==> config.mk <==
export PLATFORM = sky130hd
export DESIGN_NAME = script_comment_strip_statement_split_core
export DESIGN_NICKNAME = d
export VERILOG_FILES = /design/src/scss_pkg.sv /design/src/script_comment_strip_statement_split_core.sv
export SDC_FILE = /design/constraint.sdc
export NUM_CORES = 1
export LEC_CHECK = 0
export BUFFER_PORTS_ARGS = -buffer_cell sky130_fd_sc_hd__buf_2
export CORE_ASPECT_RATIO = 0.5
export CORE_MARGIN = 2
export CORE_UTILIZATION = 55
export CTS_BUF_LIST = sky130_fd_sc_hd__clkbuf_16
export DETAILED_ROUTE_END_ITERATION = 10
export PLACE_DENSITY = 0.81
export SYNTH_ARGS = -nofsm -noshare
export SYNTH_HDL_FRONTEND = slang
export SYNTH_SLANG_ARGS = --single-unit
==> constraint.sdc <==
create_clock -name clk_i -period 7.6 [get_ports clk_i]
set_input_delay 2.28 -clock clk_i [delete_from_list [all_inputs] [get_ports clk_i]]
set_output_delay 2.28 -clock clk_i [all_outputs]
set_load 0.01 [all_outputs]
==> src/scss_pkg.sv <==
`timescale 1ns / 1ps

package scss_pkg;

  // Default counter widths for source position tracking.
  localparam int unsigned DefLineBits   = 24;
  localparam int unsigned DefColumnBits = 16;

  // Widths of the position fields in a result word.
  localparam int unsigned SrcLineW   = 24;
  localparam int unsigned SrcColumnW = 16;

  // Characters the splitter reacts to.
  localparam logic [7:0] CH_SLASH   = 8'h2F;
  localparam logic [7:0] CH_STAR    = 8'h2A;
  localparam logic [7:0] CH_DQUOTE  = 8'h22;
  localparam logic [7:0] CH_SQUOTE  = 8'h27;
  localparam logic [7:0] CH_SEMI    = 8'h3B;
  localparam logic [7:0] CH_LBRACE  = 8'h7B;
  localparam logic [7:0] CH_RBRACE  = 8'h7D;
  localparam logic [7:0] CH_BSLASH  = 8'h5C;
  localparam logic [7:0] CH_SPACE   = 8'h20;
  localparam logic [7:0] CH_TAB     = 8'h09;
  localparam logic [7:0] CH_NEWLINE = 8'h0A;

  // Result kinds.
  localparam logic [1:0] KIND_CHAR   = 2'd0;
  localparam logic [1:0] KIND_END    = 2'd1;
  localparam logic [1:0] KIND_STATUS = 2'd2;

  // End-of-input status codes.
  localparam logic [2:0] STAT_OK      = 3'd0;
  localparam logic [2:0] STAT_COMMENT = 3'd1;
  localparam logic [2:0] STAT_OPEN    = 3'd2;
  localparam logic [2:0] STAT_DQUOTE  = 3'd3;
  localparam logic [2:0] STAT_SQUOTE  = 3'd4;

  // Input word: one source byte or the end-of-input mark.
  typedef struct packed {
    logic [7:0] char_in;
    logic       end_of_input;
  } in_word_t;

  // Result word.
  typedef struct packed {
    logic [1:0]            out_kind;
    logic [7:0]            out_char;
    logic                  starts_statement;
    logic [SrcLineW-1:0]   src_line;
    logic [SrcColumnW-1:0] src_column;
    logic [2:0]            status;
    logic                  last;
  } out_word_t;

  // ASCII letters and digits only.
  function automatic logic is_alnum(input logic [7:0] c);
    return ((c >= 8'h30) && (c <= 8'h39)) ||
           ((c >= 8'h61) && (c <= 8'h7A)) ||
           ((c >= 8'h41) && (c <= 8'h5A));
  endfunction

endpackage

==> src/script_comment_strip_statement_split_core.sv <==
`timescale 1ns / 1ps

// Channel  Direction  Handshake                  Word
// in       input      in_valid_i / in_ready_o    in_data_i  (char_in, end_of_input)
// out      output     out_valid_o / out_ready_i  out_data_o (kind, char, position, status, last)
//
// Each accepted word is judged in the cycle it is accepted, against the one character
// held back for lookahead, and its zero to four results are loaded into a result buffer.
// The buffer hands out one result per cycle while out_ready_i is high.
// A new word is taken while the last buffered result is being taken.
// Reset clears all parsing state and empties the buffer; no clearing pass is needed.
// Stalls on the output side hold the buffer and back up into in_ready_o.

module script_comment_strip_statement_split_core import scss_pkg::*; #(
  parameter int unsigned LINE_BITS   = DefLineBits,
  parameter int unsigned COLUMN_BITS = DefColumnBits
) (
  input  logic      clk_i,
  input  logic      rst_ni,
  input  logic      in_valid_i,
  output logic      in_ready_o,
  input  in_word_t  in_data_i,
  output logic      out_valid_o,
  input  logic      out_ready_i,
  output out_word_t out_data_o
);

  typedef enum logic [1:0] {
    PH_NORMAL,
    PH_COMMENT,
    PH_DQUOTE,
    PH_SQUOTE
  } phase_e;

  localparam int unsigned NumRes  = 4;
  localparam int unsigned NumCand = 5;

  // Parsing state.
  phase_e                 phase_q, phase_d;
  logic                   lcomment_q, lcomment_d;
  logic [7:0]             held_q, held_d;
  logic                   held_valid_q, held_valid_d;
  logic [7:0]             prev_q, prev_d;
  logic                   saw_blank_q, saw_blank_d;
  logic [7:0]             last_nb_q, last_nb_d;
  logic                   stmt_open_q, stmt_open_d;
  logic [LINE_BITS-1:0]   line_q, line_d;
  logic [COLUMN_BITS-1:0] col_q, col_d;

  // Result buffer.
  out_word_t              res_q [NumRes];
  out_word_t              res_d [NumRes];
  logic [2:0]             cnt_q, cnt_d;

  logic                   in_fire, out_fire;
  logic [COLUMN_BITS-1:0] col_inc1, col_inc2;
  logic [LINE_BITS-1:0]   line_inc;
  logic [63:0]            line_ext, col_ext;

  // Handshake: buffer empty or handing out its final result.
  assign out_valid_o = (cnt_q != 3'd0);
  assign in_ready_o  = (cnt_q == 3'd0) || ((cnt_q == 3'd1) && out_ready_i);
  assign in_fire     = in_valid_i && in_ready_o;
  assign out_fire    = out_valid_o && out_ready_i;
  assign out_data_o  = res_q[0];

  // Saturating position counters.
  assign col_inc1 = (col_q != '1) ? col_q + COLUMN_BITS'(1) : col_q;
  assign col_inc2 = (col_inc1 != '1) ? col_inc1 + COLUMN_BITS'(1) : col_inc1;
  assign line_inc = (line_q != '1) ? line_q + LINE_BITS'(1) : line_q;
  assign line_ext = 64'(line_q);
  assign col_ext  = 64'(col_q);

  // Judge the held character against the incoming one and build the result list.
  always_comb begin
    logic [7:0]  c;
    logic [7:0]  nxt;
    logic        has_next;
    logic        at_start;
    logic        consumed;
    logic        is_brace;
    logic        so_pre;
    logic [7:0]  quote;
    logic        cv [NumCand];
    out_word_t   cw [NumCand];
    logic [2:0]  n;

    phase_d      = phase_q;
    lcomment_d   = lcomment_q;
    held_d       = held_q;
    held_valid_d = held_valid_q;
    prev_d       = prev_q;
    saw_blank_d  = saw_blank_q;
    last_nb_d    = last_nb_q;
    stmt_open_d  = stmt_open_q;
    line_d       = line_q;
    col_d        = col_q;

    c        = held_q;
    nxt      = in_data_i.char_in;
    has_next = !in_data_i.end_of_input && (nxt != CH_NEWLINE);
    at_start = (col_q == COLUMN_BITS'(1));
    consumed = 1'b0;
    is_brace = (c == CH_LBRACE);
    so_pre   = stmt_open_q;
    quote    = (phase_q == PH_DQUOTE) ? CH_DQUOTE : CH_SQUOTE;

    for (int i = 0; i < NumCand; i++) begin
      cv[i] = 1'b0;
      cw[i] = '0;
    end
    // Candidate slots in emission order: space, early end, character, end, status.
    cw[0].out_kind = KIND_CHAR;
    cw[0].out_char = CH_SPACE;
    cw[1].out_kind = KIND_END;
    cw[2].out_kind = KIND_CHAR;
    cw[2].out_char = c;
    cw[3].out_kind = KIND_END;
    cw[4].out_kind = KIND_STATUS;

    if (held_valid_q) begin
      held_valid_d = 1'b0;
      if (!lcomment_q) begin
        unique case (phase_q)
          PH_NORMAL: begin
            if ((c == CH_SPACE) || (c == CH_TAB)) begin
              saw_blank_d = 1'b1;
            end else begin
              cv[0] = saw_blank_q && !at_start && is_alnum(last_nb_q) &&
                      (is_alnum(c) || (c == CH_DQUOTE) || (c == CH_SQUOTE));
              last_nb_d   = c;
              saw_blank_d = 1'b0;
              if ((c == CH_SLASH) && has_next && (nxt == CH_SLASH)) begin
                lcomment_d = 1'b1;
              end else if ((c == CH_SLASH) && has_next && (nxt == CH_STAR)) begin
                phase_d  = PH_COMMENT;
                consumed = 1'b1;
              end else begin
                if (c == CH_DQUOTE) phase_d = PH_DQUOTE;
                if (c == CH_SQUOTE) phase_d = PH_SQUOTE;
                // An opening brace also closes the statement before it.
                cv[1]  = is_brace && stmt_open_q;
                so_pre = stmt_open_q && !is_brace;
                cv[2]  = 1'b1;
                cv[3]  = (c == CH_SEMI) || is_brace || (c == CH_RBRACE);
                stmt_open_d = !cv[3];
              end
            end
          end
          PH_COMMENT: begin
            if ((c == CH_STAR) && has_next && (nxt == CH_SLASH)) begin
              phase_d  = PH_NORMAL;
              consumed = 1'b1;
            end
          end
          PH_DQUOTE, PH_SQUOTE: begin
            // A quote in the first column closes even after a backslash.
            if ((c == quote) && (at_start || (prev_q != CH_BSLASH))) begin
              phase_d = PH_NORMAL;
            end
            cv[2]       = 1'b1;
            stmt_open_d = 1'b1;
          end
          default: ;
        endcase
      end
      cw[2].starts_statement = !so_pre;
      if (!so_pre) begin
        cw[2].src_line   = line_ext[SrcLineW-1:0];
        cw[2].src_column = col_ext[SrcColumnW-1:0];
      end
      prev_d = consumed ? nxt : c;
      col_d  = consumed ? col_inc2 : col_inc1;
    end

    if (in_data_i.end_of_input) begin
      // Report the phase of an open statement, then return every state element to reset.
      cv[4] = 1'b1;
      if (stmt_open_d) begin
        unique case (phase_d)
          PH_COMMENT: cw[4].status = STAT_COMMENT;
          PH_NORMAL:  cw[4].status = STAT_OPEN;
          PH_DQUOTE:  cw[4].status = STAT_DQUOTE;
          PH_SQUOTE:  cw[4].status = STAT_SQUOTE;
          default:    cw[4].status = STAT_OK;
        endcase
      end else begin
        cw[4].status = STAT_OK;
      end
      phase_d      = PH_NORMAL;
      lcomment_d   = 1'b0;
      held_d       = '0;
      held_valid_d = 1'b0;
      prev_d       = '0;
      saw_blank_d  = 1'b0;
      last_nb_d    = '0;
      stmt_open_d  = 1'b0;
      line_d       = LINE_BITS'(1);
      col_d        = COLUMN_BITS'(1);
    end else if (nxt == CH_NEWLINE) begin
      lcomment_d = 1'b0;
      line_d     = line_inc;
      col_d      = COLUMN_BITS'(1);
      prev_d     = '0;
    end else if (!consumed) begin
      held_d       = nxt;
      held_valid_d = 1'b1;
    end

    // Pack the valid candidates into the front of the buffer.
    for (int i = 0; i < NumRes; i++) begin
      res_d[i] = '0;
    end
    n = 3'd0;
    for (int i = 0; i < NumCand; i++) begin
      if (cv[i]) begin
        res_d[n[1:0]] = cw[i];
        n = n + 3'd1;
      end
    end
    for (int i = 0; i < NumRes; i++) begin
      res_d[i].last = ((3'(i) + 3'd1) == n);
    end
    cnt_d = n;
  end

  // Parsing state and buffer fill level.
  always_ff @(posedge clk_i or negedge rst_ni) begin
    if (!rst_ni) begin
      phase_q      <= PH_NORMAL;
      lcomment_q   <= 1'b0;
      held_q       <= '0;
      held_valid_q <= 1'b0;
      prev_q       <= '0;
      saw_blank_q  <= 1'b0;
      last_nb_q    <= '0;
      stmt_open_q  <= 1'b0;
      line_q       <= LINE_BITS'(1);
      col_q        <= COLUMN_BITS'(1);
      cnt_q        <= 3'd0;
    end else begin
      if (in_fire) begin
        phase_q      <= phase_d;
        lcomment_q   <= lcomment_d;
        held_q       <= held_d;
        held_valid_q <= held_valid_d;
        prev_q       <= prev_d;
        saw_blank_q  <= saw_blank_d;
        last_nb_q    <= last_nb_d;
        stmt_open_q  <= stmt_open_d;
        line_q       <= line_d;
        col_q        <= col_d;
        cnt_q        <= cnt_d;
      end else if (out_fire) begin
        cnt_q <= cnt_q - 3'd1;
      end
    end
  end

  // Result words: load on accept, shift toward the port as they are taken.
  always_ff @(posedge clk_i) begin
    if (in_fire) begin
      res_q <= res_d;
    end else if (out_fire) begin
      for (int i = 0; i < NumRes - 1; i++) begin
        res_q[i] <= res_q[i+1];
      end
    end
  end

  // The buffer never holds more than four words.
  a_cnt_range: assert property (@(posedge clk_i) disable iff (!rst_ni)
    cnt_q <= 3'd4)
    else $error("result buffer overfilled");

  // End of input always yields at least the status word.
  a_eoi_result: assert property (@(posedge clk_i) disable iff (!rst_ni)
    (in_fire && in_data_i.end_of_input) |=> out_valid_o)
    else $error("no result after end of input");

  // End of input returns the position counters and statement flag to reset.
  a_eoi_clear: assert property (@(posedge clk_i) disable iff (!rst_ni)
    (in_fire && in_data_i.end_of_input) |=>
      (!stmt_open_q && (line_q == LINE_BITS'(1)) && (col_q == COLUMN_BITS'(1))))
    else $error("state not cleared after end of input");

  // Only characters may open a statement.
  a_start_kind: assert property (@(posedge clk_i) disable iff (!rst_ni)
    (out_valid_o && (out_data_o.out_kind != KIND_CHAR)) |-> !out_data_o.starts_statement)
    else $error("statement start on a non-character word");

  // The word in front is marked last exactly when it is the only one left.
  a_last_pos: assert property (@(posedge clk_i) disable iff (!rst_ni)
    out_valid_o |-> (out_data_o.last == (cnt_q == 3'd1)))
    else $error("last flag out of place");

endmodule

* Yosys cells after proc, flatten, opt, wreduce, memory -nomap -nowiden
Cells that the tools add are included.
** Word-level totals
- Input bits :: 13
- ROM bits :: 0
- Word-level logic and storage cells :: 275
- Flip-flop bits (word level) :: 293
- Bits in writable memories :: 0
- Bits in latches :: 0
- Output and inout port bits :: 57
- Memories :: 0
** Operators by class
- Add/subtract/negate cells :: 8
- Magnitude comparators :: 20
- $mul :: 0
- Div/mod/pow operators :: 0
- Shift operators :: 0
- Muxes and demuxes :: 107
- Equality and inequality tests :: 34
- Reductions and logical operators :: 57
- Bitwise operators :: 10
** Operators by type and width (number)
- $mux 220 :: 4
- $bwmux 220 :: 2
- $demux 55 s2 :: 4
- $not 216->216 :: 2
- $mux 165 :: 2
- $mux 55 :: 4
- $and 213x216->216 :: 1
- $and 216x216->216 :: 1
- $mux 16 :: 6
- $mux 8 :: 12
- $mux 24 :: 3
- $eq 8x6->1 const B :: 8
- $mux 51 :: 1
- $mux 41 :: 1
- $mux 40 :: 1
- $mux 1 :: 37
- $mux 3 :: 11
- $add 16x1->16 const B :: 2
- $ge 8x7->1 const B :: 4
- $le 8x7->1 const B :: 4
- $ne 16x16->1 const B :: 2
- $logic_and 1x1->1 :: 25
- $add 24x1->24 const B :: 1
- $ne 24x24->1 const B :: 1
- 38 further kinds :: 97

* Logic depth before layout (Yosys ltp)
Gate-level depths: netlist of the first run.
- Depth after elaboration :: 27
- Gate-level depth with buffers :: 23

* Worst setup path before layout of the first run
No wires, ideal clock.
- Kind :: input -> register
- Start point :: input port in_data_i[0] (netlist bit)
- End point :: register res_q (netlist bit out_data_o[35]) (data pin)
- Buffers on the path :: 2
- Library setup time :: 0.132 ns
- Cell stages on the path :: 15
- Arrival time :: 5.748 ns
- Setup slack :: 1.720 ns
- Cell sequence :: buf_2 nor2b_1 nand4_1 a211oi_1 o41ai_4 xnor2_1 inv_1 ha_1 a21o_1 inv_1 ha_1 a221o_1 nor4_1 clkbuf_1 a22o_1
** On the way
- Longest elaborated chain between the ends :: 24
** RTL lines
- start: declaration :: line script_comment_strip_statement_split_core.sv:22 : input in_word_t in_data_i,
- parallel branches: the longest is 22 deep, another holds $add 3x1->3
- $mux 220 * :: line script_comment_strip_statement_split_core.sv:216 : if (cv[i]) begin
- $mux 165 * :: line script_comment_strip_statement_split_core.sv:262 : if (in_fire) begin
- end signal: assignment :: line script_comment_strip_statement_split_core.sv:263 : res_q <= res_d;
- end signal: indexed assignment :: line script_comment_strip_statement_split_core.sv:266 : res_q[i] <= res_q[i+1];
- end: declaration :: line script_comment_strip_statement_split_core.sv:51 : out_word_t res_q [NumRes];
Mark *: on every way between the ends. The select of a mux whose other input is x is not followed.
A chain may end at the register's enable or synchronous reset.

* Worst setup path after layout of the first run
- Start point :: input port in_data_i[5] (netlist bit)
- End point :: register res_q[139] (netlist bit) (data pin)
** On the way
- Longest elaborated chain between the ends :: 24
** RTL lines (line)
- parallel branches: the longest is 22 deep, another holds $add 3x1->3
- $mux 220 * :: script_comment_strip_statement_split_core.sv:216
- $mux 165 * :: script_comment_strip_statement_split_core.sv:262
Marks and branches as above.

==> impl_metrics.csv, run 1 <==
group,metric,value,unit
layout,commonest_non_fill_non_tap_cells_in_the_layout,"sky130_fd_sc_hd__edfxtp_1, sky130_fd_sc_hd__a22o_1, sky130_fd_sc_hd__nand2_1, sky130_fd_sc_hd__dfrtp_1",
yosys,number_of_flops_mapped_to_enable_cells_by_yosys,220,
layout,fillers,1960,
yosys,yosys_warnings,0,
critical_path,startpoint_of_the_lowest_slack_register_to_register_path,"held_q[3]$_DFFE_PN0P_",
clocking,ctsHoldBuffers,0,
clocking,register_clock_pin_slew_on_the_reported_worst_setup_and_hold_paths,70,ps
yosys,async_flop_share,0.249,
floorplan,fp-row-count,41,
power_and_ir_drop,powerDensity,334,mW/mm²
floorplan,ios,70,
timing,clock-skew-final,10.7,ps
timing,setup_viol,0,
detailed_routing,firstDrtPassIters,5,
floorplan,dieWidth,233,µm
critical_path,worstSetupEndpoint,"res_q[139]$_DFFE_PP_",
layout,final_net_count,1204,
floorplan,die_y,119,µm
run_status,outcome,"finished clean",
timing,rsz_0062_raised_after_global_routing,"false",
global_routing,grt_overflow_total,0,
timing,layout_setup_ws,1080,ps
critical_path,timing.reg2reg.setup_slack,1900,ps
critical_path,timing.critical_path.arrival,6940,ps
yosys,synth_area_in_simple_gates,0.134,
yosys,synthXorXnorAreaFrac,0.0248,
placement,numPortBuffers,69,
yosys,muxShareOfSynthArea,0.00795,
detailed_routing,first_iter_violations,855,
detailed_routing,route.detailed.vias_per_inst,6.25,
timing,post-route-period-util,0.858,
placement,place_area,0.0146,mm²
critical_path,timing.rr.end,"res_q[139]$_DFFE_PP_",
global_routing,via_count_of_the_first_global_routing_pass,9253,
power_and_ir_drop,power.leakage,5.83,nW
detailed_routing,vias,9607,
yosys,post_synthesis_cell_area,0.0145,mm²
yosys,synth-main-ff-cell,"sky130_fd_sc_hd__edfxtp_1",
hold_path,hp-class,"flop to flop",
critical_path,ff_to_ff_path_depth,19,
placement,detailedPlace.worstSlack,731,ps
layout,finish.instance_area,0.0154,mm²
clocking,cts.repair.resized,0,
yosys,synth_cell_types,73,
floorplan,fp.dieArea,0.0277,mm²
yosys,main_combinational_cell_family_by_area_after_synthesis,"compound AO/OA/AOI/OAI gates",
critical_path,worstPathMaxFanout,41,
layout,antenna_cells,0,
floorplan,initial_utilization,0.567,
placement,place.gp.congestion,0.938,
clocking,number_of_setup_buffers_added_after_cts,0,
flow_run,drv.max_cap_violation_count,0,
detailed_routing,drc_violation_count_after_routing,0,
yosys,synth_fa_ha_area_frac,0.0164,
yosys,syn_area_per_cell,11.9,µm²
yosys,synth_compound_gate_area_share,0.170,
critical_path,timing.critical_path.from_type,"primary input",
detailed_routing,postRouteAntennaNets,0,
layout,mostFrequentLayoutCell,"sky130_fd_sc_hd__edfxtp_1",
timing,finalCriticalPeriod,6520,ps
global_routing,all_layer_global_routing_usage,0.224,
timing,clock.fmax,153,MHz
clocking,number_of_buffers_added_by_the_clock_tree_synthesis_step,26,
clocking,tritoncts_clock_tree,"yes",
global_routing,grt_pass1_wl,49800,µm
clocking,h-tree-depth,1,
timing,timing_worst_slew_pin_value,1130,ps
yosys,fraction_of_the_yosys_area_taken_by_sequential_cells,0.583,
floorplan,core-area,0.0255,mm²
global_routing,grt_max_degree,95,
critical_path,critical_path_required,8020,ps
yosys,synth_nets,1246,
clocking,clock_tree.buffer_depth,3,
timing,worst_slew_margin_rel,0.245,
yosys,ys_ff_latch,293,
clocking,clkSinkCount,293,
timing,hold_viol,0,
layout,area_growth_syn_to_layout,6.14,%
clocking,clkLatencyLatePin,550,ps
yosys,postSynthCellCount,1214,
clocking,cts_root_buf,"sky130_fd_sc_hd__clkbuf_16",
global_routing,antenna_found_initial,0,
layout,share_of_layout_cells_above_drive_strength_1,0.117,
timing,timing.final.max_slew_violations,0,
power_and_ir_drop,vdd_drop_max,183,µV
critical_path,critical_path_class,"primary input to flop",
critical_path,cp_endpoint_kind,"flop",
detailed_routing,routed_wirelength,30600,µm
timing,totalNegativeSetupSlack,0,ps
placement,post-dp-hpwl,19600,µm
detailed_routing,post_drt_wl_per_cell,19.9,µm
critical_path,timing.critical_path.from,"in_data_i[5]",
## worst min-delay path by stage
stage                                from                     to  slack, ps  cells past startpoint
detailed placement  prev_q[2]$_DFFE_PN0P_  prev_q[2]$_DFFE_PN0P_        470                      2
floorplan           prev_q[2]$_DFFE_PN0P_  prev_q[2]$_DFFE_PN0P_        440                      2
CTS                 prev_q[2]$_DFFE_PN0P_  prev_q[2]$_DFFE_PN0P_        480                      2
global route        prev_q[2]$_DFFE_PN0P_  prev_q[2]$_DFFE_PN0P_        510                      2
global placement    prev_q[2]$_DFFE_PN0P_  prev_q[2]$_DFFE_PN0P_        460                      2
finish              prev_q[2]$_DFFE_PN0P_  prev_q[2]$_DFFE_PN0P_        480                      2
## per-stage QoR
stage               utilization  power, mW  hold slack, ps  std cells
floorplan                     -       3.62             441       1214
global placement          0.570       3.81             462       1488
detailed placement        0.570       3.89             470       1488
CTS                       0.602       5.16             484       1536
global route              0.602       5.40             512       1536
finish                    0.602       5.14             483       1536
## layout make-up
class	count	area [µm²]	area share
Sequential cell	293	8440	0.549
Multi-Input combinational cell	743	5160	0.336
Clock buffer	26	651	0.0423
Timing Repair Buffer	81	438	0.0285
Tap cell	344	430	0.0280
Clock inverter	22	156	0.0102
Inverter	27	101	0.00659
## synth_stat cells, drive strengths merged, types with 22 or more instances
cell    instances  area, µm²
a21oi          22        110
a22o          170       1490
and2           58        363
buf            83        573
clkbuf         68        255
dfrtp          71       1780
edfxtp        220       6610
inv            27        101
nand2          72        278
nand3          35        175
nor2           68        255
o21ai          55        275
xnor2          24        210
## cells by family after synthesis
family          Yosys count
simple gates            362
compound gates          310
flops                   293
buf+inv                 178
xor+xnor                 41
fa+ha+maj                19
mux                      11
## critical path: stages
cell and delay, ps:
sky130_fd_sc_hd__buf_2 110, sky130_fd_sc_hd__nor3_1 440, sky130_fd_sc_hd__nand4_1 280, sky130_fd_sc_hd__a211oi_1 500
sky130_fd_sc_hd__o41ai_4 230, sky130_fd_sc_hd__xnor2_1 460, sky130_fd_sc_hd__inv_1 160, sky130_fd_sc_hd__ha_1 330
sky130_fd_sc_hd__a21o_1 180, sky130_fd_sc_hd__inv_1 90, sky130_fd_sc_hd__ha_1 210, sky130_fd_sc_hd__nand2_1 110
sky130_fd_sc_hd__nand3_1 120, sky130_fd_sc_hd__a211oi_2 530, sky130_fd_sc_hd__nor2b_2 250, sky130_fd_sc_hd__buf_4 410
sky130_fd_sc_hd__a22o_1 230
## sequential cells by signal, summed over array words and instances, names as in the netlist
name and cells:
phase_q 2, held_valid_q 1, stmt_open_q 1, res_q 165, lcomment_q 1, held_q 8, last_nb_q 8, out_data_o 55
col_q 16, prev_q 8, saw_blank_q 1, line_q 24, cnt_q 3
## layer usage
layer	vias up	GRT usage	part of all wire
li1	4436	-	-
met1	4808	0.332	0.46
met2	321	0.349	0.46
met3	42	0.0386	0.064
met4	0	0.0431	0.016
met5	-	0	0
## where the power goes
| group | internal (mW) | leakage, nW | switching [mW] | total [mW] |
|---|---|---|---|---|
| Clock | 0.690 | 0.425 | 0.582 | 1.27 |
| Combinational | 0.544 | 2.30 | 0.691 | 1.23 |
| Sequential | 2.35 | 3.10 | 0.285 | 2.63 |
| Total | 3.58 | 5.83 | 1.56 | 5.14 |
Note: power is estimated with default switching activity, not from simulation.
==> run 2: changes to the inputs <==
==> constraint.sdc (replaced) <==
create_clock -name clk_i -period 7.6 [get_ports clk_i]
set_input_delay 0.38 -clock clk_i [delete_from_list [all_inputs] [get_ports clk_i]]
set_output_delay 0.38 -clock clk_i [all_outputs]
set_load 0.01 [all_outputs]
==> run 2 against run 1 <==
  * The run now ends with hold timing left
  * First-iteration DRC count grew 9.9%
  * Combinational power is essentially flat
  * Wire length grew 2.5%
  * Cell count is the same
  * Largest cell class unchanged
  * Largest power group unchanged
==> impl_metrics.csv, run 2 (synthesis results as in run 1) <==
group,metric,value,unit
run_status,outcome,"finished with violations",
run_status,failing_checks,"hold timing",
floorplan,ios,70,
layout,commonest_non_fill_non_tap_cells_in_the_layout,"sky130_fd_sc_hd__edfxtp_1, sky130_fd_sc_hd__a22o_1, sky130_fd_sc_hd__nand2_1, sky130_fd_sc_hd__dfrtp_1",
detailed_routing,vias,9674,
power_and_ir_drop,vdd_drop_max,208,µV
floorplan,core-area,0.0255,mm²
global_routing,grt_overflow_total,0,
global_routing,via_count_of_the_first_global_routing_pass,9213,
critical_path,cp_endpoint_kind,"flop",
global_routing,grt_peak_use_layer,"met1",
layout,final_net_count,1203,
timing,setup_viol,0,
critical_path,worst_path_most_repeated_cell,"sky130_fd_sc_hd__ha_1",
critical_path,critical_path_required,8020,ps
global_routing,all_layer_global_routing_usage,0.227,
clocking,cts.repair.resized,0,
clocking,clkSinkCount,293,
clocking,cts_root_buf,"sky130_fd_sc_hd__clkbuf_16",
floorplan,initial_utilization,0.567,
layout,share_of_layout_cells_above_drive_strength_1,0.120,
timing,totalNegativeSetupSlack,0,ps
clocking,clkLatencyLatePin,560,ps
critical_path,critical-path-slowest-cell,"sky130_fd_sc_hd__and3_1",
detailed_routing,route.detailed.vias_per_inst,6.30,
floorplan,fp-row-count,41,
layout,antenna_cells,0,
global_routing,gr-usage-met1,0.342,
timing,finalHoldWorstSlack,-39.8,ps
clocking,h-tree-depth,1,
layout,mostFrequentLayoutCell,"sky130_fd_sc_hd__edfxtp_1",
flow_run,drv.max_cap_violation_count,0,
critical_path,worstPathMaxFanout,41,
clocking,tritoncts_clock_tree,"yes",
timing,timing_worst_slew_pin_value,1240,ps
timing,clock.fmax,178,MHz
clocking,number_of_buffers_added_by_the_clock_tree_synthesis_step,27,
detailed_routing,drc_violation_count_after_routing,0,
detailed_routing,routed_wirelength,31400,µm
detailed_routing,firstDrtPassIters,5,
critical_path,timing.critical_path.from_type,"flop",
clocking,clock_tree.buffer_depth,3,
critical_path,timing.critical_path.arrival,6050,ps
detailed_routing,first_iter_violations,940,
global_routing,grt_util_met3,0.0417,
clocking,number_of_setup_buffers_added_after_cts,0,
power_and_ir_drop,powerDensity,346,mW/mm²
placement,place.gp.congestion,0.937,
critical_path,max_stage_delay,1060,ps
global_routing,grtUsageMet2,0.341,
clocking,register_clock_pin_slew_on_the_reported_worst_setup_and_hold_paths,70,ps
floorplan,dieWidth,233,µm
placement,post-dp-hpwl,19800,µm
floorplan,fp.dieArea,0.0277,mm²
power_and_ir_drop,power.leakage,5.88,nW
timing,clock-skew-final,15.1,ps
global_routing,grt_pass1_wl,50200,µm
timing,worst_slew_margin_rel,0.175,
timing,timing.final.max_slew_violations,0,
layout,largest_register,"res_q",
critical_path,path_cells,"nand2b_1, o22ai_1, and3_1, nor2_1, nand4_1, a21oi_1, ha_1, xnor2_1, inv_1, ha_1, a21o_1, ha_1, nand2_1, nand2_1, nor2_1, and3_1, and2_1",
layout,largest_register_ffs,165,
placement,numPortBuffers,69,
hold_path,hp-class,"primary input to asynchronous set/reset pin",
global_routing,grt_max_degree,102,
global_routing,antenna_found_initial,1,
detailed_routing,postRouteAntennaNets,0,
floorplan,die_y,119,µm
detailed_routing,post_drt_wl_per_cell,20.4,µm
timing,hold_viol,34,
clocking,ctsHoldBuffers,0,
critical_path,critical_path_class,"flop to flop",
timing,finalCriticalPeriod,5630,ps
timing,rsz_0062_raised_after_global_routing,"false",
layout,area_growth_syn_to_layout,7.23,%
timing,post-route-period-util,0.741,
## run 2: cell count changes in the layout (fill, tap and decap cells not counted)
| cell | delta |
|---|---|
| sky130_fd_sc_hd__inv_16 | +1 |
| sky130_fd_sc_hd__clkinvlp_4 | +2 |
| sky130_fd_sc_hd__inv_1 | -3 |
| sky130_fd_sc_hd__bufinv_16 | +5 |
| sky130_fd_sc_hd__clkinv_2 | -3 |
| sky130_fd_sc_hd__clkinv_4 | +1 |
| sky130_fd_sc_hd__clkinv_1 | -1 |
| sky130_fd_sc_hd__clkbuf_16 | +1 |
| sky130_fd_sc_hd__clkinv_8 | -1 |
| sky130_fd_sc_hd__buf_4 | -2 |
## run 2: metal layers
| metal | share of wire | vias up | wire (µm) |
|---|---|---|---|
| li1 | - | 4428 | - |
| met1 | 0.46 | 4776 | 14300 |
| met2 | 0.44 | 409 | 14000 |
| met3 | 0.076 | 59 | 2370 |
| met4 | 0.022 | 2 | 695 |
| met5 | 0.00041 | - | 13 |
## run 2: final cells by class
class | instances | area [µm²]
Sequential cell | 293 | 8440
Multi-Input combinational cell | 743 | 5160
Timing Repair Buffer | 79 | 423
Clock buffer | 27 | 676
Fill cell | 1924 | 10000
Inverter | 27 | 101
Tap cell | 344 | 430
Clock inverter | 23 | 304
## run 2: where the power goes
| part | total (mW) | internal (mW) | switching, mW | leakage, nW |
|---|---|---|---|---|
| Clock | 1.50 | 0.890 | 0.606 | 0.486 |
| Combinational | 1.25 | 0.541 | 0.708 | 2.29 |
| Sequential | 2.63 | 2.35 | 0.276 | 3.10 |
## run 2: path summary, 6_finish.rpt
path | from | endpoint | slack, ps | cells past startpoint
hold reg to reg | prev_q[0]$_DFFE_PN0P_ | prev_q[0]$_DFFE_PN0P_ | 490 | 2
max in group asynchronous | rst_ni | line_q[18]$_DFFE_PN0P_ | 6960 | 1
hold / removal | rst_ni | col_q[9]$_DFFE_PN0P_ | -40 | 1
setup / recovery | held_q[3]$_DFFE_PN0P_ | res_q[8]$_DFFE_PP_ | 1970 | 17
setup reg to reg | held_q[3]$_DFFE_PN0P_ | res_q[8]$_DFFE_PP_ | 1970 | 17
min in group clk_i | in_data_i[2] | held_q[1]$_DFFE_PN0P_ | 90 | 2
## run 2: metrics by stage
stage          area [µm²]  total power, mW  utilization  cells  setup WS (ps)
2_1_floorplan       14500             3.62            -   1214           3230
4_1_cts             15500             5.38        0.608   1536           2010
3_5_place_dp        14500             3.89        0.569   1486           2080
5_1_grt             15500             5.62        0.608   1536           1530
6_report            15500             5.37        0.608   1536           1970
3_3_place_gp        14500             3.82        0.569   1486           2250
## run 2: critical path: cells and delay by family, from the launching register on
family                   cells  cell delay (ps)
AND/OR/NAND/NOR              9             2710
AO/OA/AOI/OAI                3              680
XOR/XNOR                     1              450
flip-flops                   1              610
buffers and inverters        1              140
adder cells (fa/ha/maj)      3              880
==> run 3: changes to the inputs <==
==> constraint.sdc (replaced) <==
create_clock -name clk_i -period 5.8 [get_ports clk_i]
set_input_delay 0.29 -clock clk_i [delete_from_list [all_inputs] [get_ports clk_i]]
set_output_delay 0.29 -clock clk_i [all_outputs]
set_load 0.01 [all_outputs]
==> run 3 against run 2 <==
  * The flow now finishes without violations
  * Critical path type unchanged
  * First-iteration DRC count increased by 18%
  * Die area is the same
  * Global-route usage rose by 0.29 points
==> impl_metrics.csv, run 3 (synthesis results as in run 1) <==
group,metric,value,unit
placement,post-dp-hpwl,19700,µm
critical_path,critical_path_required,6210,ps
floorplan,die_y,119,µm
detailed_routing,postRouteAntennaNets,0,
critical_path,path_cells,"nor3_1, and3_1, nor2_1, nand4_1, a21oi_1, ha_1, xnor2_1, inv_1, ha_1, a21o_1, ha_1, a21oi_1, and4_1, nor2b_2, buf_4, a22o_1",
critical_path,worstPathMaxFanout,41,
global_routing,grt_max_degree,98,
placement,numPortBuffers,69,
power_and_ir_drop,power.leakage,5.86,nW
hold_path,hp-class,"primary input to flop",
global_routing,all_layer_global_routing_usage,0.230,
critical_path,critical_path_class,"flop to flop",
timing,worst_slew_margin_rel,0.210,
layout,mostFrequentLayoutCell,"sky130_fd_sc_hd__edfxtp_1",
critical_path,cp_endpoint_kind,"flop",
layout,commonest_non_fill_non_tap_cells_in_the_layout,"sky130_fd_sc_hd__edfxtp_1, sky130_fd_sc_hd__a22o_1, sky130_fd_sc_hd__nand2_1, sky130_fd_sc_hd__dfrtp_1",
detailed_routing,route.met2.wl,14000,µm
layout,area_growth_syn_to_layout,6.77,%
critical_path,critical-path-slowest-cell,"sky130_fd_sc_hd__dfrtp_1",
layout,largest_register,"res_q",
placement,place_area,0.0146,mm²
critical_path,worst_path_most_repeated_cell,"sky130_fd_sc_hd__ha_1",
detailed_routing,vias,9713,
floorplan,ios,70,
layout,fillers,1940,
timing,clock-skew-final,26.2,ps
layout,final_net_count,1216,
global_routing,grt_pass1_wl,50500,µm
critical_path,timing.rr.end,"res_q[97]$_DFFE_PP_",
clocking,cts_root_buf,"sky130_fd_sc_hd__clkbuf_16",
layout,antenna_cells,0,
timing,post-route-period-util,0.920,
critical_path,ff_to_ff_path_depth,16,
power_and_ir_drop,vdd_drop_max,231,µV
floorplan,fp.dieArea,0.0277,mm²
critical_path,max_stage_delay,690,ps
timing,rsz_0062_raised_after_global_routing,"false",
critical_path,startpoint_of_the_lowest_slack_register_to_register_path,"held_q[1]$_DFFE_PN0P_",
critical_path,timing.critical_path.from,"held_q[1]$_DFFE_PN0P_",
clocking,cts.repair.resized,0,
critical_path,timing.critical_path.arrival,5750,ps
global_routing,via_count_of_the_first_global_routing_pass,9172,
flow_run,drv.max_cap_violation_count,0,
hold_path,hold_path.startpoint,"in_data_i[4]",
layout,finish.instance_area,0.0155,mm²
detailed_routing,firstDrtPassIters,6,
critical_path,worstSetupEndpoint,"res_q[97]$_DFFE_PP_",
clocking,h-tree-depth,1,
detailed_routing,post_drt_wl_per_cell,20.3,µm
layout,largest_register_ffs,165,
run_status,outcome,"finished clean",
clocking,clkLatencyLatePin,570,ps
timing,hold_viol,0,
floorplan,core-area,0.0255,mm²
detailed_routing,met3_wirelength,2470,µm
critical_path,timing.critical_path.from_type,"flop",
timing,timing.final.max_slew_violations,0,
timing,setup_viol,0,
clocking,clock_tree.buffer_depth,3,
timing,timing_worst_slew_pin_value,1180,ps
global_routing,grt_overflow_total,0,
detailed_routing,met1Wirelength,14400,µm
detailed_routing,top_signal_layer_used,"met4",
floorplan,fp-row-count,41,
critical_path,timing.reg2reg.setup_slack,470,ps
clocking,tritoncts_clock_tree,"yes",
clocking,number_of_buffers_added_by_the_clock_tree_synthesis_step,27,
floorplan,dieWidth,233,µm
layout,share_of_layout_cells_above_drive_strength_1,0.122,
power_and_ir_drop,powerDensity,434,mW/mm²
detailed_routing,routed_wirelength,31400,µm
detailed_routing,route.detailed.vias_per_inst,6.27,
clocking,register_clock_pin_slew_on_the_reported_worst_setup_and_hold_paths,70,ps
timing,finalCriticalPeriod,5330,ps
detailed_routing,drc_violation_count_after_routing,0,
placement,place.gp.congestion,0.929,
floorplan,initial_utilization,0.567,
timing,clock.fmax,187,MHz
timing,totalNegativeSetupSlack,0,ps
global_routing,antenna_found_initial,0,
clocking,clkSinkCount,293,
detailed_routing,first_iter_violations,1112,
[run 3: per-stage QoR]
step | worst slack, ps | cells | total power [mW] | hold WS, ps | util
after CTS | 567 | 1549 | 6.72 | 4.27 | 0.605
after floorplan | 1430 | 1214 | 4.75 | -5.59 | -
final | 465 | 1549 | 6.71 | 13.7 | 0.605
after global routing | 191 | 1549 | 7.05 | 24.6 | 0.605
after detailed placement | 612 | 1493 | 5.09 | 464 | 0.571
after global placement | 847 | 1493 | 5.02 | 460 | 0.571
[run 3: repair_timing]
item / in CTS / in global routing
hold buffers: 6 / 0
buffers inserted: 0 / 0
endpoints found under the hold margin: 76 / 0
[run 3: layout make-up]
cell class | count | area, µm² | area share
flip-flops and latches | 293 | 8440 | 0.546
multi-input cells | 743 | 5160 | 0.334
clock buffers | 27 | 676 | 0.0437
repair buffers | 92 | 536 | 0.0346
well taps | 344 | 430 | 0.0278
clock inverters | 23 | 124 | 0.00801
inverters | 27 | 101 | 0.00656
[run 3: report_power, final]
part	total, mW	leakage (nW)	switching (mW)	internal, mW
registers	3.43	3.10	0.346	3.08
logic	1.65	2.35	0.940	0.714
clock network	1.63	0.408	0.772	0.853
[run 3: worst min-delay path by stage]
stage	slack [ps]	cells after the start	end
finish	10	2	held_q[3]$_DFFE_PN0P_
global route	20	2	held_q[3]$_DFFE_PN0P_
CTS	4	2	held_q[3]$_DFFE_PN0P_
detailed placement	460	2	prev_q[2]$_DFFE_PN0P_
global placement	460	2	prev_q[2]$_DFFE_PN0P_
floorplan	-6	0	cnt_q[0]$_DFFE_PN0P_
[run 3: worst max-delay path: cells and delay by family (launching register included)]
kind	cells	cell delay (ps)
flip-flops	1	690
AND/OR/NAND/NOR	6	1430
buffers and inverters	2	560
AO/OA/AOI/OAI	4	1030
adder cells (fa/ha/maj)	3	890
XOR/XNOR	1	510
[run 3: layer usage]
metal  global-route usage  vias up
met5                    0        -
met4               0.0550        0
met3               0.0408       48
met1                0.355     4798
li1                     -     4463
met2                0.336      404
